===== src/hdl/blm_pkg.sv =====
// Package for the beacon link quality monitor.
// Sizes, codes, record layout and controller/datapath command and status types.
// No dependencies.
`default_nettype none
package blm_pkg;

  localparam int PEERS   = 8;
  localparam int TX_RING = 32;
  localparam int PEER_W  = (PEERS > 1) ? $clog2(PEERS) : 1;
  localparam int RING_W  = (TX_RING > 1) ? $clog2(TX_RING) : 1;

  localparam int S_TDATA_W = 104;
  localparam int M_TDATA_W = 160;
  localparam int CFG_W     = 24;

  localparam logic [1:0] REQ_RX     = 2'd0;
  localparam logic [1:0] REQ_REPORT = 2'd1;
  localparam logic [1:0] REQ_TX     = 2'd2;
  localparam logic [1:0] REQ_SNAP   = 2'd3;

  localparam logic [1:0] KIND_PEER   = 2'd0;
  localparam logic [1:0] KIND_TX     = 2'd1;
  localparam logic [1:0] KIND_SHADOW = 2'd2;
  localparam logic [1:0] KIND_SILENT = 2'd3;

  localparam logic [1:0] CFG_NODE_ID    = 2'd0;
  localparam logic [1:0] CFG_SHADOW_WIN = 2'd1;
  localparam logic [1:0] CFG_BEACON_PER = 2'd2;

  localparam int TOT_TX_ATT = 0;
  localparam int TOT_TX_ACK = 1;
  localparam int TOT_SH_E   = 2;
  localparam int TOT_SH_M   = 3;
  localparam int TOT_SI_E   = 4;
  localparam int TOT_SI_M   = 5;
  localparam int TOT_N      = 6;

  localparam logic [7:0]  NO_RSSI      = 8'h9C;
  localparam logic [31:0] NEVER_MS     = 32'd60000;
  localparam logic [9:0]  US_PER_MS    = 10'd1000;
  localparam logic [19:0] RST_WIN      = 20'd3000;
  localparam logic [23:0] RST_PERIOD   = 24'd100000;
  localparam int          DIV_DIGITS   = 3;
  localparam logic [26:0] RECIP_MS     = 27'd68719477;
  localparam int          RECIP_SH     = 36;

  typedef struct packed {
    logic        acked;
    logic [7:0]  report_pdr_q;
    logic [7:0]  report_rssi_dbm;
    logic [7:0]  report_peer;
    logic        rssi_present;
    logic [7:0]  rx_rssi;
    logic        is_beacon;
    logic [7:0]  seq;
    logic [7:0]  src_node;
    logic [47:0] time_us;
    logic [1:0]  req_type;
  } item_t;

  typedef struct packed {
    logic [1:0]  record_kind;
    logic [5:0]  peer_index;
    logic [7:0]  peer_rssi_dbm;
    logic [31:0] count_a;
    logic [31:0] count_b;
    logic [31:0] heard_gap_ms;
    logic [7:0]  back_rssi;
    logic [7:0]  rev_pdr_q;
    logic [31:0] back_age;
    logic        last;
  } rec_t;

  typedef struct packed {
    logic load;
    logic rx_store;
    logic rep_store;
    logic tx_store;
    logic scan_init;
    logic scan_step;
    logic tally;
    logic snap_init;
    logic div_start;
    logic div_sel;
    logic cap_heard;
    logic cap_rev;
    logic emit_peer;
    logic next_peer;
    logic emit_tot;
  } cmd_t;

  typedef struct packed {
    logic [1:0] req;
    logic       src_ok;
    logic       beacon;
    logic       hit;
    logic       scan_last;
    logic       more;
    logic       div_done;
    logic       out_free;
    logic       last_peer;
    logic       tot_last;
  } status_t;

endpackage
`default_nettype wire


===== src/hdl/blm_ctrl.sv =====
// Controller state machine: sequences decode, ring scans, age divides and record emission.
// Depends on blm_pkg.
`default_nettype none
module blm_ctrl import blm_pkg::*; (
  input  wire logic    clk,
  input  wire logic    rst,
  input  wire logic    in_valid,
  output logic         in_ready,
  input  wire status_t status,
  output cmd_t         cmd
);

  typedef enum logic [3:0] {
    S_IDLE, S_DECODE, S_SCAN, S_TALLY, S_H_START, S_H_WAIT,
    S_R_START, S_R_WAIT, S_EMIT_PEER, S_EMIT_TOT
  } state_t;

  state_t state;
  state_t state_next;

  assign in_ready = state == S_IDLE;

  always_comb begin
    cmd        = '0;
    state_next = state;
    case (state)
      S_IDLE: begin
        if (in_valid) begin
          cmd.load   = 1'b1;
          state_next = S_DECODE;
        end
      end
      S_DECODE: begin
        state_next = S_IDLE;
        case (status.req)
          REQ_RX: begin
            if (status.src_ok) begin
              cmd.rx_store = 1'b1;
              if (status.beacon) begin
                cmd.scan_init = 1'b1;
                state_next    = S_SCAN;
              end
            end
          end
          REQ_REPORT: cmd.rep_store = 1'b1;
          REQ_TX:     cmd.tx_store  = 1'b1;
          default: begin
            cmd.snap_init = 1'b1;
            state_next    = S_H_START;
          end
        endcase
      end
      S_SCAN: begin
        cmd.scan_step = 1'b1;
        if (status.hit || status.scan_last) state_next = S_TALLY;
      end
      S_TALLY: begin
        cmd.tally  = 1'b1;
        state_next = status.more ? S_SCAN : S_IDLE;
      end
      S_H_START: begin
        cmd.div_start = 1'b1;
        state_next    = S_H_WAIT;
      end
      S_H_WAIT: begin
        if (status.div_done) begin
          cmd.cap_heard = 1'b1;
          state_next    = S_R_START;
        end
      end
      S_R_START: begin
        cmd.div_start = 1'b1;
        cmd.div_sel   = 1'b1;
        state_next    = S_R_WAIT;
      end
      S_R_WAIT: begin
        if (status.div_done) begin
          cmd.cap_rev = 1'b1;
          state_next  = S_EMIT_PEER;
        end
      end
      S_EMIT_PEER: begin
        if (status.out_free) begin
          cmd.emit_peer = 1'b1;
          if (status.last_peer) begin
            state_next = S_EMIT_TOT;
          end else begin
            cmd.next_peer = 1'b1;
            state_next    = S_H_START;
          end
        end
      end
      S_EMIT_TOT: begin
        if (status.out_free) begin
          cmd.emit_tot = 1'b1;
          if (status.tot_last) state_next = S_IDLE;
        end
      end
      default: state_next = S_IDLE;
    endcase
  end

  always_ff @(posedge clk) begin
    if (rst) begin
      state <= S_IDLE;
    end else begin
      state <= state_next;
    end
  end

endmodule
`default_nettype wire


===== config.mk =====
export PLATFORM = sky130hd
export DESIGN_NAME = blm_ctrl
export DESIGN_NICKNAME = d
export VERILOG_FILES = /design/src/hdl/blm_pkg.sv /design/src/hdl/blm_ctrl.sv
export SDC_FILE = /design/constraint.sdc
export NUM_CORES = 1
export LEC_CHECK = 0
export BUFFER_PORTS_ARGS = -buffer_cell sky130_fd_sc_hd__buf_4
export CAP_MARGIN = 20
export CORE_AREA = 4 4 41 43
export CTS_CLUSTER_SIZE = 8
export DETAILED_ROUTE_END_ITERATION = 7
export DIE_AREA = 0 0 45 47
export PLACE_DENSITY = 0.75
export SLEW_MARGIN = 15
export SYNTH_ARGS = -nofsm -noshare
export SYNTH_HDL_FRONTEND = slang
export SYNTH_SLANG_ARGS = --single-unit

===== constraint.sdc =====
create_clock -name clk -period 1.9 [get_ports clk]
set_input_delay 0.38 -clock clk [delete_from_list [all_inputs] [get_ports clk]]
set_output_delay 0.38 -clock clk [all_outputs]
set_load 0.02 [all_outputs]

==> out/results.tsv, run 1 <==
stage	metric	value	unit
final_layout	drive_above_1_share	45.4	%
synthesis	synth-compound-area-share	24.0	%
synthesis	muxShareOfSynthArea	0	%
sta	finalHoldViolCount	0	
sta	max_freq	572	MHz
synthesis	synth_xor_area_share	0	%
sta	tightest_slew	0.338	ns
worst_setup_path	worst_setup_path_end_kind	output pin	
floorplanning	die_area	2120	um^2
worst_setup_path	r2r_slack	0.41	ns
worst_setup_path	r2r_start	state[0]	
sta	setup_tns	0	ns
global_routing	grt.total_usage	13.9	%
sta	period_share	92.0	%
final_layout	largest_reg_flops	4	
synthesis	seq_area_frac_synth	16.2	%
floorplanning	rows	13	
final_layout	largest-register	state	
worst_setup_path	critPathRequiredTime	1.52	ns
sta	setup_viol	0	
sta	skew	0.00794	ns
final_layout	largest_registers	state x4	
floorplanning	initial_core_util	38.1	%
power_and_ir_drop	irDropWorstVdd	0.000408	V
placement	dp.final_hpwl	1.10	mm
global_routing	antenna_found_initial	0	
clock_network	hold_buffers	0	
synthesis	async_flop_share	0	%
drt	drtIter0Drc	9	
power_and_ir_drop	leakagePower	0.346	nW
clock_network	post_cts_buffers	0	
placement	gp_congestion	0.861	
drt	dr.pass1.iters	4	
clock_network	clkLatencyLatePin	0.24	ns
status	status	completed	
worst_setup_path	start_kind	register	
clock_network	clockBufferDepth	2	
floorplanning	ios	30	
placement	portBuffers	29	
clock_network	cts.sinks	4	
synthesis	synth_top_family_by_area	simple AND/OR/NAND/NOR gates	
worst_setup_path	critical_path_class	reg -> out	
clock_network	cts_tree	done	
hold_path	min_from	rst	
worst_setup_path	crit_fanout	14	
synthesis	synth-simple-area-share	50.0	%
worst_setup_path	r2r_cells	4	
sta	slew_headroom	77.3	%
hold_path	holdCritPathClass	in -> reg	
hold_path	min_to	state[1]	
synthesis	yosys_warnings	0	
synthesis	yosysUniqueCellTypes	30	
drt	routed-via-count	594	
global_routing	first_global_vias	552	
floorplanning	die_w	45	um
drt	drc_errors	0	
global_routing	grt_pass1_wl	2.22	mm
clock_network	cts_root_buf	clkbuf_4	
floorplanning	die_h	47	um
synthesis	syn_inst	69	
clock_network	h-tree-depth	1	
drt	drt-vias-per-instance	5.30	
sta	period_needed	1.75	ns
synthesis	ys.flop_type	dfxtp_1	
sta	setup_slack	0.152	ns
drt	ant_nets	0	
floorplanning	coreArea	1300	um^2
clock_network	cts_made_buffers	3	
final_layout	fillCellCount	129	
final_layout	syn2layout_area_growth	51.0	%
synthesis	synth_area_per_cell	7.18	um^2
job	cap_violations	0	
hold_path	holdPathStages	2	
synthesis	synth_fa_ha_area_share	0	%
worst_setup_path	cp_data_arrival_time	1.37	ns
sta	rsz0062_at_grt	false	
sta	drv_slew	0	
worst_setup_path	regToRegEndpoint	state[1]	
placement	dp_slack	0.198	ns
final_layout	finalNetCount	113	
drt	wl_per_cell	12.4	um
final_layout	diodes	0	
synthesis	synth_area	495	um^2
clock_network	path_clk_slew	0.04	ns
synthesis	synth_edf_count	0	
global_routing	overflow	0	
global_routing	grt_max_degree	16	
synthesis	synth_fp_nets	83	
drt	routed_wl	1.39	mm
power_and_ir_drop	p_per_area	656	nW/um^2
synthesis	ys_seq_elements	4	
[Yosys cell counts, types with 3 or more instances]
cell type | number | area share, %
nor2_1 | 10 | 7.6
inv_1 | 6 | 4.5
a21oi_1 | 4 | 4.0
a31oi_1 | 4 | 5.0
dfxtp_1 | 4 | 16
nand2b_1 | 4 | 5.0
nor2b_1 | 4 | 5.0
and2_1 | 3 | 3.8
buf_2 | 3 | 3.0
nand2_1 | 3 | 2.3
nor3_1 | 3 | 3.0
[cells by family (layout without fill, tap and decap cells)]
family                 count (synthesis)  count (layout)
buffers and inverters                 10              38
AND/OR/NAND/NOR                       40              40
AO/OA/AOI/OAI                         15              15
flip-flops                             4               4
[power by group]
part           internal (W)  switching, W
Sequential        0.0000985     0.0000460
Combinational      0.000117      0.000123
Clock             0.0000706     0.0000348
[critical path, stage by stage, from the launching register on]
cell and delay, ns:
dfxtp_2 0.48, nand2b_4 0.11, nor4_4 0.16, nand4_1 0.17, inv_1 0.08, buf_4 0.13
[worst max path at each step]
stage,start,to,slack (ns),cells past startpoint
5_1_grt,state[0],cmd[10],0.03,5
3_5_place_dp,state[0],cmd[10],0.20,5
2_1_floorplan,state[0],cmd[1],0.03,4
6_report,state[0],cmd[10],0.15,5
4_1_cts,state[3],cmd[10],0.01,5
3_3_place_gp,state[0],cmd[10],0.23,5
[stage by stage]
stage | cells | cell area, um^2 | util (%) | power, W | hold WS, ns
final | 112 | 748 | 57.5 | 0.000491 | 0.332
after global routing | 112 | 748 | 57.5 | 0.000525 | 0.330
after CTS | 112 | 736 | 56.5 | 0.000486 | 0.331
after detailed placement | 109 | 712 | 54.7 | 0.000376 | 0.586
after global placement | 109 | 712 | 54.7 | 0.000374 | 0.581
after floorplan | 69 | 502 | - | 0.000300 | 0.448
[final cells by class]
type                    count  area, um^2  share of cell area [%]
clock buffers               3        22.5                    3.01
inverters                   6        22.5                    3.01
multi-input cells          55         382                    51.0
flip-flops and latches      4        85.1                    11.4
well taps                  15        18.8                    2.51
repair buffers             29         218                    29.1
[what timing repair did]
action                                  in CTS  in global routing
resized for setup                            1                  4
pin swaps                                    0                  0
endpoints found under the setup margin       1                  7
[layer usage]
metal / global-route usage [%] / routed length (um) / vias up
met2: 22.6 / 677 / 28
met4: 5.26 / 7 / 0
met1: 18.2 / 596 / 257
met5: 0 / 0 / -
met3: 2.68 / 106 / 2
li1: - / - / 307
[placed cells by master, fill, tap and decap left out, types with 2 or more instances in the layout]
master | Yosys | routed
nor3_1 | 3 | 3
nand2b_1 | 4 | 4
and2_1 | 3 | 3
clkbuf_4 | 0 | 3
nor4_2 | 2 | 2
buf_4 | 0 | 29
a31oi_1 | 4 | 4
nor2b_1 | 4 | 4
inv_1 | 6 | 6
a21oi_1 | 4 | 4
dfxtp_2 | 0 | 4
nand4_1 | 2 | 2
nor2_1 | 10 | 10
nand2_1 | 3 | 3
(Power assumes the default switching activity.)
==> run 2, diff against run 1 <==
SETUP_SLACK_MARGIN = 0.2   (was not set)
==> run 2 against run 1 <==
- sequential power about the same
- setup slack better by 0.055 ns
- wire length up 19%
- clock skew down 0.0043 ns
- die area unchanged
- fmax up 3.2%
- largest cell class unchanged
- largest power group unchanged
- highest routed layer unchanged
==> out/results.tsv, run 2 (synthesis results as in run 1) <==
stage	metric	value	unit	change
final_layout	final_common_cell	buf_4		
clock_network	cts_root_buf	clkbuf_4		
sta	period_share	89.1	%	-2.9 points
sta	tightest_slew	0.305	ns	-0.0325 ns
final_layout	finalNetCount	125		+11%
drt	wl_per_cell	13.3	um	+7.7%
sta	finalHoldViolCount	0		unchanged
final_layout	final_cell_mix	buf_4 (40), nor2_1 (10), inv_1 (6)		
worst_setup_path	start_kind	register		
drt	dr.pass1.iters	4		unchanged
final_layout	largest_registers	state x4		
power_and_ir_drop	p_total	0.000558	W	+14%
worst_setup_path	critPathMaxStageDelay	0.39	ns	-0.09 ns
clock_network	clockBufferDepth	2		unchanged
floorplanning	die_h	47	um	unchanged
sta	slew_headroom	79.6	%	+2.3 points
final_layout	fin_cells	124		+11%
clock_network	clkLatencyLatePin	0.23	ns	about the same
final_layout	largest_reg_flops	4		unchanged
sta	drv_slew	0		unchanged
sta	rsz0062_at_grt	true		
worst_setup_path	worst_setup_path_end_kind	output pin		
drt	drc_errors	0		unchanged
placement	dp_cells	109		unchanged
placement	portBuffers	29		unchanged
clock_network	cts.sinks	4		unchanged
clock_network	hold_buffers	0		unchanged
worst_setup_path	cpMaxStageDelayCell	dfxtp_4		
global_routing	grt_pass1_wl	2.35	mm	+5.9%
drt	drtIter0Drc	16		+7
placement	gp_congestion	0.862		+0.16%
clock_network	cts_made_buffers	3		unchanged
worst_setup_path	critical_path_class	reg -> out		
sta	hold_ws	0.327	ns	-0.00434 ns
floorplanning	rows	13		unchanged
sta	skew	0.00364	ns	-0.00430 ns
floorplanning	die_area	2120	um^2	unchanged
global_routing	grt_max_degree	16		unchanged
clock_network	path_clk_slew	0.04	ns	about the same
final_layout	drive_above_1_share	54.1	%	+8.8 points
worst_setup_path	cp_cell_sequence	nor2_1 -> nand3_1 -> nor2_1 -> buf_4		
sta	setup_viol	0		unchanged
power_and_ir_drop	leakagePower	0.418	nW	+21%
final_layout	largest-register	state		
drt	drt-vias-per-instance	5.32		+0.36%
drt	routed_wl	1.66	mm	+19%
floorplanning	ios	30		unchanged
job	cap_violations	0		unchanged
final_layout	fillCellCount	117		-9.3%
placement	dp.final_hpwl	1.11	mm	+0.99%
clock_network	cts_tree	done		
worst_setup_path	cp_data_arrival_time	1.31	ns	-0.06 ns
hold_path	holdCritPathClass	in -> reg		
sta	period_needed	1.69	ns	-0.0548 ns
clock_network	h-tree-depth	1		unchanged
global_routing	overflow	0		unchanged
power_and_ir_drop	irDropWorstVdd	0.000447	V	+9.7%
global_routing	first_global_vias	557		+0.91%
sta	max_freq	591	MHz	+3.2%
worst_setup_path	critPathRequiredTime	1.52	ns	about the same
drt	ant_nets	0		unchanged
power_and_ir_drop	p_per_area	636	nW/um^2	-3.0%
worst_setup_path	critPathMostFrequentCell	nor2_1		
floorplanning	initial_core_util	38.1	%	unchanged
sta	setup_tns	0	ns	unchanged
floorplanning	coreArea	1300	um^2	unchanged
final_layout	diodes	0		unchanged
global_routing	grt.total_usage	14.7	%	+0.83 points
floorplanning	die_w	45	um	unchanged
drt	routed-via-count	660		+11%
worst_setup_path	crit_fanout	10		-4
final_layout	syn2layout_area_growth	77.0	%	
global_routing	antenna_found_initial	0		unchanged
status	status	completed		
run 2: cell types whose count changed in the layout (fill, tap and decap cells not counted), sizes merged:
cell  change
buf      +12
run 2: cell type report:
class,count,area (um^2),share of cell area [%]
clock buffers,3,22.5,2.57
inverters,6,22.5,2.57
multi-input cells,55,407,46.4
flip-flops and latches,4,95.1,10.8
well taps,15,18.8,2.14
repair buffers,41,312,35.5
run 2: critical path, delay by kind of cell, from the launching register on:
family	cells	cell delay (ns)
buf+inv	1	0.15
flops	1	0.39
simple gates	3	0.54
run 2: what timing repair did:
item / CTS / global route
setup buffers: 1 / 11
pin swaps: 1 / 3
endpoints found under the setup margin: 14 / 10
resized for setup: 8 / 6
run 2: through the flow:
step	area, um^2	utilization, %	setup slack, ns
detailed placement	723	55.6	0.173
CTS	781	60.0	0.180
floorplan	513	-	0.215
global placement	723	55.6	0.242
finish	877	67.4	0.207
global route	877	67.4	0.123
run 2: where the power goes:
part	total [W]	switching [W]	internal, W
combinational	0.000310	0.000148	0.000162
clock	0.000105	0.0000348	0.0000707
sequential	0.000143	0.0000434	0.0000994
total	0.000558	0.000226	0.000332
run 2: layer usage:
| layer | vias up | wire length [um] | GRT usage, % |
|---|---|---|---|
| met5 | - | 0 | 0 |
| met4 | 0 | 27 | 6.43 |
| met3 | 4 | 147 | 3.45 |
| met2 | 39 | 799 | 23.4 |
| met1 | 284 | 681 | 19.0 |
| li1 | 333 | - | - |
run 2: path summary, 6_finish.rpt:
kind | from | endpoint | slack (ns) | cells after the start
setup reg to reg | state[3] | state[2] | 0.43 | 5
hold reg to reg | state[1] | state[1] | 0.68 | 2
setup / recovery | state[1] | cmd[7] | 0.21 | 4
hold / removal | rst | state[2] | 0.33 | 2
